## config.mk

```make
export PLATFORM = sky130hd
export DESIGN_NAME = tiled_texel_address_generator
export DESIGN_NICKNAME = d
export VERILOG_FILES = /design/src/rtl/core/tta_pkg.sv /design/src/rtl/core/tta_csr.sv /design/src/rtl/core/tta_offset.sv /design/src/rtl/core/tiled_texel_address_generator.sv
export SDC_FILE = /design/constraint.sdc
export NUM_CORES = 2
export LEC_CHECK = 0
export ABC_CLOCK_PERIOD_IN_PS = 18100
export BUFFER_PORTS_ARGS = -buffer_cell sky130_fd_sc_hd__buf_2
export CAP_MARGIN = 15
export CORE_MARGIN = 5
export CORE_UTILIZATION = 50
export CTS_BUF_LIST = sky130_fd_sc_hd__clkbuf_16
export CTS_CLUSTER_SIZE = 40
export DETAILED_ROUTE_END_ITERATION = 7
export GPL_ROUTABILITY_DRIVEN = 0
export HOLD_SLACK_MARGIN = 0.15
export PLACE_DENSITY = 0.67
export SLEW_MARGIN = 20
export SYNTH_ARGS = -nofsm -noshare
export SYNTH_HDL_FRONTEND = slang
export SYNTH_SLANG_ARGS = --single-unit
```

## constraint.sdc

```tcl
create_clock -name clock -period 18.1 [get_ports clock]
set_clock_uncertainty 0.2 [all_clocks]
set_input_delay 2.715 -clock clock [delete_from_list [all_inputs] [get_ports clock]]
set_output_delay 2.715 -clock clock [all_outputs]
set_load 0.01 [all_outputs]
```

## src/rtl/core/tta_pkg.sv

```systemverilog
// Package of the tiled texel address generator.
// Holds the configuration register indexes, the layout codes and the configuration struct.
// No dependencies.
package tta_pkg;

   localparam int CSR_INDEX_BITS = 3;
   localparam int CSR_DATA_BITS  = 32;
   localparam int OFFSET_BITS    = 32;
   localparam int FACE_BITS      = 3;
   localparam int PITCH_BITS     = 18;
   localparam int SLICE_BITS     = 14;
   localparam int SIZE_LOG2_BITS = 3;

   // Tile geometry, in bytes and rows.
   localparam int X_TILE_WIDTH_LOG2  = 9;   // 512-byte tile rows
   localparam int X_TILE_ROWS_LOG2   = 3;   // 8 rows per tile
   localparam int Y_COLUMN_WIDTH_LOG2 = 4;  // 16-byte columns
   localparam int Y_TILE_ROWS_LOG2   = 5;   // 32 rows per column
   localparam int TILE_BYTES_LOG2    = 12;  // 4 KiB tiles

   localparam logic [SIZE_LOG2_BITS-1:0] TEXEL_SIZE_LOG2_RESET = 3'd2;

   typedef enum logic [CSR_INDEX_BITS-1:0] {
      CSR_TILE_LAYOUT     = 3'd0,
      CSR_TEXEL_SIZE_LOG2 = 3'd1,
      CSR_ROW_PITCH       = 3'd2,
      CSR_SLICE_ROWS      = 3'd3,
      CSR_CUBE_ENABLE     = 3'd4
   } csr_index_type;

   typedef enum logic [1:0] {
      LAYOUT_LINEAR      = 2'd0,
      LAYOUT_X_MAJOR     = 2'd1,
      LAYOUT_Y_MAJOR     = 2'd2,
      LAYOUT_UNSUPPORTED = 2'd3
   } layout_type;

   typedef struct packed {
      layout_type                tile_layout;
      logic [SIZE_LOG2_BITS-1:0] texel_size_log2;
      logic [PITCH_BITS-1:0]     row_pitch;
      logic [SLICE_BITS-1:0]     slice_rows;
      logic                      cube_enable;
      logic [OFFSET_BITS-1:0]    slice_bytes;  // row_pitch * slice_rows, registered
   } cfg_type;

endpackage

```

## src/rtl/core/tta_csr.sv

```systemverilog
// Configuration registers of the tiled texel address generator.
// Also keeps the registered product of row pitch and slice rows. Depends on tta_pkg.
module tta_csr
   import tta_pkg::*;
(
   input  logic                      clock,
   input  logic                      reset,
   input  logic                      csr_valid,
   output logic                      csr_ready,
   input  logic [CSR_INDEX_BITS-1:0] csr_index,
   input  logic [CSR_DATA_BITS-1:0]  csr_data,
   output cfg_type                   cfg
);

   layout_type                          tile_layout_ff;
   logic [SIZE_LOG2_BITS-1:0]           texel_size_log2_ff;
   logic [PITCH_BITS-1:0]               row_pitch_ff;
   logic [SLICE_BITS-1:0]               slice_rows_ff;
   logic                                cube_enable_ff;
   logic [PITCH_BITS+SLICE_BITS-1:0]    slice_prod;
   logic [OFFSET_BITS-1:0]              slice_bytes_ff;
   logic [OFFSET_BITS-1:0]              slice_bytes_in;

   assign csr_ready = 1'b1;

   always_ff @(posedge clock) begin
      if (reset) begin
         tile_layout_ff     <= LAYOUT_LINEAR;
         texel_size_log2_ff <= TEXEL_SIZE_LOG2_RESET;
         row_pitch_ff       <= '0;
         slice_rows_ff      <= '0;
         cube_enable_ff     <= 1'b0;
      end else if (csr_valid) begin
         unique case (csr_index)
            CSR_TILE_LAYOUT:     tile_layout_ff     <= layout_type'(csr_data[1:0]);
            CSR_TEXEL_SIZE_LOG2: texel_size_log2_ff <= csr_data[SIZE_LOG2_BITS-1:0];
            CSR_ROW_PITCH:       row_pitch_ff       <= csr_data[PITCH_BITS-1:0];
            CSR_SLICE_ROWS:      slice_rows_ff      <= csr_data[SLICE_BITS-1:0];
            CSR_CUBE_ENABLE:     cube_enable_ff     <= csr_data[0];
            default: ;
         endcase
      end
   end

   // An 18 by 14 bit product fits in 32 bits exactly. It is registered and settles
   // after a write, before any item that follows the write reaches the datapath.
   assign slice_prod     = row_pitch_ff * slice_rows_ff;
   assign slice_bytes_in = OFFSET_BITS'(slice_prod);

   always_ff @(posedge clock) begin
      if (reset) begin
         slice_bytes_ff <= '0;
      end else begin
         slice_bytes_ff <= slice_bytes_in;
      end
   end

   always_comb begin
      cfg.tile_layout     = tile_layout_ff;
      cfg.texel_size_log2 = texel_size_log2_ff;
      cfg.row_pitch       = row_pitch_ff;
      cfg.slice_rows      = slice_rows_ff;
      cfg.cube_enable     = cube_enable_ff;
      cfg.slice_bytes     = slice_bytes_ff;
   end

endmodule

```

## src/rtl/core/tta_offset.sv

```systemverilog
// Combinational byte offset calculation for the linear, X-major and Y-major layouts.
// One row multiplier shared by the three layouts plus a small face multiply. Depends on tta_pkg.
module tta_offset
   import tta_pkg::*;
#(
   parameter int COORD_BITS = 14
) (
   input  cfg_type                cfg,
   input  logic [COORD_BITS-1:0]  texel_u,
   input  logic [COORD_BITS-1:0]  texel_v,
   input  logic [FACE_BITS-1:0]   cube_face,
   output logic [OFFSET_BITS-1:0] byte_offset,
   output logic                   layout_unsupported
);

   logic [COORD_BITS-1:0]            mul_rows;
   logic [COORD_BITS+PITCH_BITS-1:0] prod_full;
   logic [OFFSET_BITS-1:0]           prod;
   logic [OFFSET_BITS-1:0]           ub;
   logic [OFFSET_BITS-1:0]           face_bytes;

   // Texel column in bytes; shifts of five to seven are honored as written.
   assign ub = OFFSET_BITS'(OFFSET_BITS'(texel_u) << cfg.texel_size_log2);

   // The row multiplier sees whole rows, whole tile rows or whole column rows.
   always_comb begin
      unique case (cfg.tile_layout)
         LAYOUT_X_MAJOR: mul_rows = texel_v >> X_TILE_ROWS_LOG2;
         LAYOUT_Y_MAJOR: mul_rows = texel_v >> Y_TILE_ROWS_LOG2;
         default:        mul_rows = texel_v;
      endcase
   end

   assign prod_full = mul_rows * cfg.row_pitch;
   assign prod      = OFFSET_BITS'(prod_full);

   // Face times slice bytes, as shifts and adds of a three-bit multiplier.
   assign face_bytes = (cube_face[0] ? cfg.slice_bytes : '0)
                     + (cube_face[1] ? (cfg.slice_bytes << 1) : '0)
                     + (cube_face[2] ? (cfg.slice_bytes << 2) : '0);

   always_comb begin
      byte_offset        = '0;
      layout_unsupported = 1'b0;
      unique case (cfg.tile_layout)
         LAYOUT_LINEAR: begin
            byte_offset = ub + prod;
         end
         LAYOUT_X_MAJOR: begin
            byte_offset = (prod << X_TILE_ROWS_LOG2)
                        + (OFFSET_BITS'(texel_v[X_TILE_ROWS_LOG2-1:0]) << X_TILE_WIDTH_LOG2)
                        + OFFSET_BITS'(ub[X_TILE_WIDTH_LOG2-1:0])
                        + ((ub >> X_TILE_WIDTH_LOG2) << TILE_BYTES_LOG2);
         end
         LAYOUT_Y_MAJOR: begin
            byte_offset = (prod << Y_TILE_ROWS_LOG2)
                        + (cfg.cube_enable ? face_bytes : '0)
                        + (OFFSET_BITS'(texel_v[Y_TILE_ROWS_LOG2-1:0])
                           << Y_COLUMN_WIDTH_LOG2)
                        + OFFSET_BITS'(ub[Y_COLUMN_WIDTH_LOG2-1:0])
                        + ((ub >> Y_COLUMN_WIDTH_LOG2)
                           << (Y_COLUMN_WIDTH_LOG2 + Y_TILE_ROWS_LOG2));
         end
         LAYOUT_UNSUPPORTED: begin
            byte_offset        = '0;
            layout_unsupported = 1'b1;
         end
         default: begin
            byte_offset        = '0;
            layout_unsupported = 1'b1;
         end
      endcase
   end

endmodule

```

## src/rtl/core/tiled_texel_address_generator.sv

```systemverilog
// Top level of the tiled texel address generator.
// Instantiates tta_csr and tta_offset and holds the input and result registers.
// Depends on tta_pkg.
//
// Usage. The request channel (req_valid, req_ready, req_texel_u, req_texel_v,
// req_cube_face) carries one texel coordinate per transfer. The response
// channel (rsp_valid, rsp_ready, rsp_byte_offset, rsp_layout_unsupported)
// returns one byte offset per request, in request order. The configuration
// channel (csr_valid, csr_ready, csr_index, csr_data) writes one register per
// transfer and is always ready; indexes beyond the register list are ignored.
// Registers are to be written by the user only while no request is in flight;
// the block does not enforce this. req_ready is held low while csr_valid is high
// so that no request shares an edge with a write.
//
// A request that is taken sits in the input register; the offset logic loads the
// result register when that is free, and rsp_valid rises with it. Throughput is
// one request per cycle while rsp_ready is high and csr_valid is low, set by the
// single-pass datapath between the two registers. The product of row pitch and
// slice rows is registered and settles after a write to either register.
//
// Synchronous reset clears both stage valid bits and loads the register reset
// values. When the receiver stalls, the result register holds, the input
// register fills behind it, and only then does req_ready drop.
module tiled_texel_address_generator
   import tta_pkg::*;
#(
   parameter int COORD_BITS = 14
) (
   input  logic                      clock,
   input  logic                      reset,
   input  logic                      req_valid,
   output logic                      req_ready,
   input  logic [COORD_BITS-1:0]     req_texel_u,
   input  logic [COORD_BITS-1:0]     req_texel_v,
   input  logic [FACE_BITS-1:0]      req_cube_face,
   output logic                      rsp_valid,
   input  logic                      rsp_ready,
   output logic [OFFSET_BITS-1:0]    rsp_byte_offset,
   output logic                      rsp_layout_unsupported,
   input  logic                      csr_valid,
   output logic                      csr_ready,
   input  logic [CSR_INDEX_BITS-1:0] csr_index,
   input  logic [CSR_DATA_BITS-1:0]  csr_data
);

   cfg_type cfg;

   // Input stage.
   logic                   in_valid_ff;
   logic                   in_valid_in;
   logic [COORD_BITS-1:0]  in_u_ff;
   logic [COORD_BITS-1:0]  in_v_ff;
   logic [FACE_BITS-1:0]   in_face_ff;

   // Result stage.
   logic                   out_valid_ff;
   logic                   out_valid_in;
   logic [OFFSET_BITS-1:0] out_offset_ff;
   logic                   out_bad_ff;

   logic [OFFSET_BITS-1:0] calc_offset;
   logic                   calc_bad;
   logic                   out_free;
   logic                   advance;
   logic                   req_take;

   tta_csr u_csr (
      .clock     (clock),
      .reset     (reset),
      .csr_valid (csr_valid),
      .csr_ready (csr_ready),
      .csr_index (csr_index),
      .csr_data  (csr_data),
      .cfg       (cfg)
   );

   tta_offset #(
      .COORD_BITS (COORD_BITS)
   ) u_addr_calc (
      .cfg                (cfg),
      .texel_u            (in_u_ff),
      .texel_v            (in_v_ff),
      .cube_face          (in_face_ff),
      .byte_offset        (calc_offset),
      .layout_unsupported (calc_bad)
   );

   // The result register can take a new value when it is empty or being drained.
   // A request never enters on the edge of a register write, so every request taken
   // after a write sees the written value and the settled pitch-by-slice product.
   assign out_free  = !out_valid_ff || rsp_ready;
   assign advance   = in_valid_ff && out_free;
   assign req_ready = (!in_valid_ff || out_free) && !csr_valid;
   assign req_take  = req_valid && req_ready;

   assign in_valid_in  = req_take || (in_valid_ff && !advance);
   assign out_valid_in = advance || (out_valid_ff && !rsp_ready);

   always_ff @(posedge clock) begin
      if (reset) begin
         in_valid_ff  <= 1'b0;
         out_valid_ff <= 1'b0;
      end else begin
         in_valid_ff  <= in_valid_in;
         out_valid_ff <= out_valid_in;
      end
   end

   always_ff @(posedge clock) begin
      if (req_take) begin
         in_u_ff    <= req_texel_u;
         in_v_ff    <= req_texel_v;
         in_face_ff <= req_cube_face;
      end
      if (advance) begin
         out_offset_ff <= calc_offset;
         out_bad_ff    <= calc_bad;
      end
   end

   assign rsp_valid              = out_valid_ff;
   assign rsp_byte_offset        = out_offset_ff;
   assign rsp_layout_unsupported = out_bad_ff;

endmodule
```

==> summary.txt <==
===============================================================================================
Final count of negative-setup-slack endpoints                                                 0
Element type at the critical path start                                                register
Top delay family on crit path                                                       adder cells
Ratio of final minimum period to clock period                                             58.2%
Type of the most critical hold path                                                register to register
Max-slew headroom                                                                         28.9%
Via count of the first global-routing pass                                               23,366
H-tree levels                                                                                 4
Worst hold slack after final layout                                                    0.318 ns
Final routed wirelength across all metal layers                                       72,000 µm
Remaining number of nets flagged by the antenna check after routing                           0
Horizontal die dimension                                                                 250 µm
Max Slew Vio Count                                                                            0
Max-cap violation count                                                                       0
Netlist cell types                                                                           82
Fraction of synthesis flops using an asynchronous set or reset pin                           0%
Half-perimeter wire length after placement                                            58,200 µm
Worst r2r dst                                                                      rsp_byte_offset[30]
Achievable Freq                                                                      0.0949 GHz
Total clock sinks                                                                           136
Master cell of the clock root buffer                                               sky130_fd_sc_hd__clkbuf_16
Length in cells of the worst reg-to-reg path                                                 35
Critical Path End Type                                                                 register
Number of synthesis warnings                                                                  0
Hold Path Cell Cnt                                                                            2
Detail-routed via count per cell                                                           5.56
Cell Rows                                                                                    87
Synth cell count leaders                                                           sky130_fd_sc_hd__nand2_1, sky130_fd_sc_hd__inv_1, sky130_fd_sc_hd__fa_1
Launch instance of the worst min-delay path                                         in_valid_ff
Largest fanout on the critical path                                                          25
Die H                                                                                    250 µm
Category of the critical setup timing path                                         register to register
Violation count after the first detailed-routing iteration                                1,449
Die ar.                                                                              62,300 µm²
Post-synthesis average cell area                                                       8.47 µm²
Initial core utilization                                                                  50.7%
Fin crit period                                                                        10.54 ns
Number of iterations in the first detailed-routing pass                                       5
Stage delay of the slowest cell on the critical path                                    0.78 ns
Total number of nets in the final design                                                  4,172
Post-Synthesis Net Count                                                                  4,190
All-layer global routing usage                                                            23.6%
Sequential fraction of the synthesis area                                                 11.7%
Outcome                                                                            complete, no violations
Critical path required time                                                            18.13 ns
Worst endpoint data arrival time                                                       10.57 ns
Detail-routed net length per standard cell                                              17.4 µm
Fraction of synthesized cell area taken by the top area cell type                         30.1%
Critical path's slowest cell                                                       sky130_fd_sc_hd__a21oi_2
Number of enable flip-flop cells after synthesis                                             64
Standby leakage power                                                                 0.0150 µW
Total power density per cell area                                                   34.1 nW/µm²
Most used flip-flop cell after synthesis                                           sky130_fd_sc_hd__dfxtp_1
First-pass GRT wire length                                                           121,000 µm
Via count                                                                                23,039
Number of DRC violations after detailed routing                                               0
Count of inserted antenna diode cells                                                         0
Count of instances resized after the clock tree is built                                      0
Deepest clock path buffer count                                                               2
Number of CTS-inserted buffers                                                               17
Top-count cell post-synth                                                          sky130_fd_sc_hd__nand2_1
Largest cells by area after synthesis                                              sky130_fd_sc_hd__fa_1, sky130_fd_sc_hd__ha_1, sky130_fd_sc_hd__nand2_1
Maximum number of pins on one net before global-route repair                                 61
Floorplan core area                                                                  56,600 µm²
Sum of buffers and inverters on the critical path                                             7
Port Buf Inserts                                                                             91
Peak supply drop                                                                      0.0717 mV
Cell mode on critical path                                                         sky130_fd_sc_hd__inv_1
Transition time at the pin with the least slew margin                                   1.07 ns
Number of instances in the synthesized netlist                                            3,389
Clock input transition at the sequential cells of the worst setup and hold paths        0.07 ns
CTS tree                                                                                    yes
Library cell with the largest summed area after synthesis                          sky130_fd_sc_hd__fa_1
Final non-filler cell area                                                           30,300 µm²
Slack of the worst reg-to-reg path                                                      7.56 ns
Post-CTS setup repair buffer count                                                            0
Cell area after placement                                                            29,800 µm²
Area growth, synth to finish                                                              5.68%
Unrepaired setup endpoints after global routing                                           false
Total of flip-flops plus latches after synthesis                                            136
Worst R2R Start                                                                    u_csr.tile_layout_ff[0]
Number of antenna violations at the first check in global routing                             0
Later-pin clock latency in the skew report                                              0.47 ns
Top-level port count                                                                        107
Hold worst-path end                                                                   rsp_valid
Congestion Overflow GR                                                                        0
Hold violation count in the final report                                                      0
Ratio of cells with drive above 1 in the final layout                                     5.97%
Total Negative Setup Slacks                                                                0 ns
Hold buffer count at cts                                                                      0
Fraction of the core area covered by cells at the end of the flow                         53.6%
Area of the mapped netlist                                                           28,700 µm²
===============================================================================================
[registers in the layout, summed over array words and instances, names as in the netlist]
| name | flops |
|---|---|
| rsp_byte_offset | 32 |
| u_csr.cube_enable_ff | 1 |
| u_csr.row_pitch_ff | 18 |
| in_face_ff | 3 |
| u_csr.slice_bytes_ff | 32 |
| in_v_ff | 14 |
| u_csr.tile_layout_ff | 2 |
| in_valid_ff | 1 |
| rsp_valid | 1 |
| u_csr.slice_rows_ff | 14 |
| u_csr.texel_size_log2_ff | 3 |
| in_u_ff | 14 |
| rsp_layout_unsupported | 1 |
[through the flow]
step                      power, µW  setup slack (ns)  cells
after CTS                      1030              7.69   4140
after global routing           1090              7.14   4140
after floorplan                 604              8.46   3389
after global placement          698              7.85   4108
after detailed placement        700              7.69   4108
final                          1030              7.56   4140
[cells in the final DEF (no fill, tap or decap), types with 25 or more instances in the layout]
cell and n:
sky130_fd_sc_hd__a21oi_1 185, sky130_fd_sc_hd__xnor2_1 90, sky130_fd_sc_hd__buf_4 37, sky130_fd_sc_hd__nand2_1 541
sky130_fd_sc_hd__inv_1 538, sky130_fd_sc_hd__a221oi_1 26, sky130_fd_sc_hd__edfxtp_1 64, sky130_fd_sc_hd__nor3_1 31
sky130_fd_sc_hd__ha_1 297, sky130_fd_sc_hd__fa_1 432, sky130_fd_sc_hd__and2_1 241, sky130_fd_sc_hd__xor2_1 50
sky130_fd_sc_hd__nor2_1 144, sky130_fd_sc_hd__buf_2 91, sky130_fd_sc_hd__a21o_1 62, sky130_fd_sc_hd__dfxtp_1 72
sky130_fd_sc_hd__nand3_1 32, sky130_fd_sc_hd__nor2b_1 25, sky130_fd_sc_hd__o21ai_0 81
[cell families after synthesis]
family	count (synthesis)	synth area share (%)
fa+ha+maj	730	43.1
flops	136	11.7
other cells	1	0.0131
mux	28	1.10
buf+inv	702	9.19
compound gates	536	12.2
xor+xnor	140	4.27
simple gates	1116	18.4
[cell type report]
cell class	count	area, µm²
fill	5482	26300
multi-input combinational	2551	22700
sequential	136	3360
inverter	537	2020
tap	756	946
timing repair buffer	128	733
clock buffer	17	425
clock inverter	15	120
[metal layers]
metal / wire (µm) / share of wire (%) / track usage, % / up-vias
li1: - / - / - / 10815
met4: 2060 / 2.9 / 6.55 / 0
met3: 4400 / 6.1 / 2.97 / 112
met2: 32700 / 45 / 37.9 / 723
met1: 32900 / 46 / 33.8 / 11389
met5: 0 / 0 / 0 / -
[where the power goes]
part | internal (µW) | leakage, µW | switching, µW
Combinational | 131 | 0.0135 | 219
Clock | 177 | 0.000267 | 157
Sequential | 336 | 0.00118 | 14.6
[worst max path at each step]
stage                                  startpoint                  end  slack (ns)  cells past startpoint
final                     u_csr.tile_layout_ff[0]  rsp_byte_offset[30]        7.56                     35
after global routing      u_csr.tile_layout_ff[0]  rsp_byte_offset[29]        7.14                     32
after floorplan           u_csr.tile_layout_ff[0]  rsp_byte_offset[29]        8.46                     36
after CTS                 u_csr.tile_layout_ff[0]  rsp_byte_offset[30]        7.69                     35
after detailed placement  u_csr.tile_layout_ff[0]  rsp_byte_offset[30]        7.69                     35
after global placement    u_csr.tile_layout_ff[1]  rsp_byte_offset[30]        7.85                     35
[worst min-delay path, cell delays in order (launching register included)]
cell	delay [ns]
sky130_fd_sc_hd__dfxtp_1	0.33
sky130_fd_sc_hd__nor2_1	0.10
sky130_fd_sc_hd__nor2_1	0.04
Power figures use the tool's default switching activity.
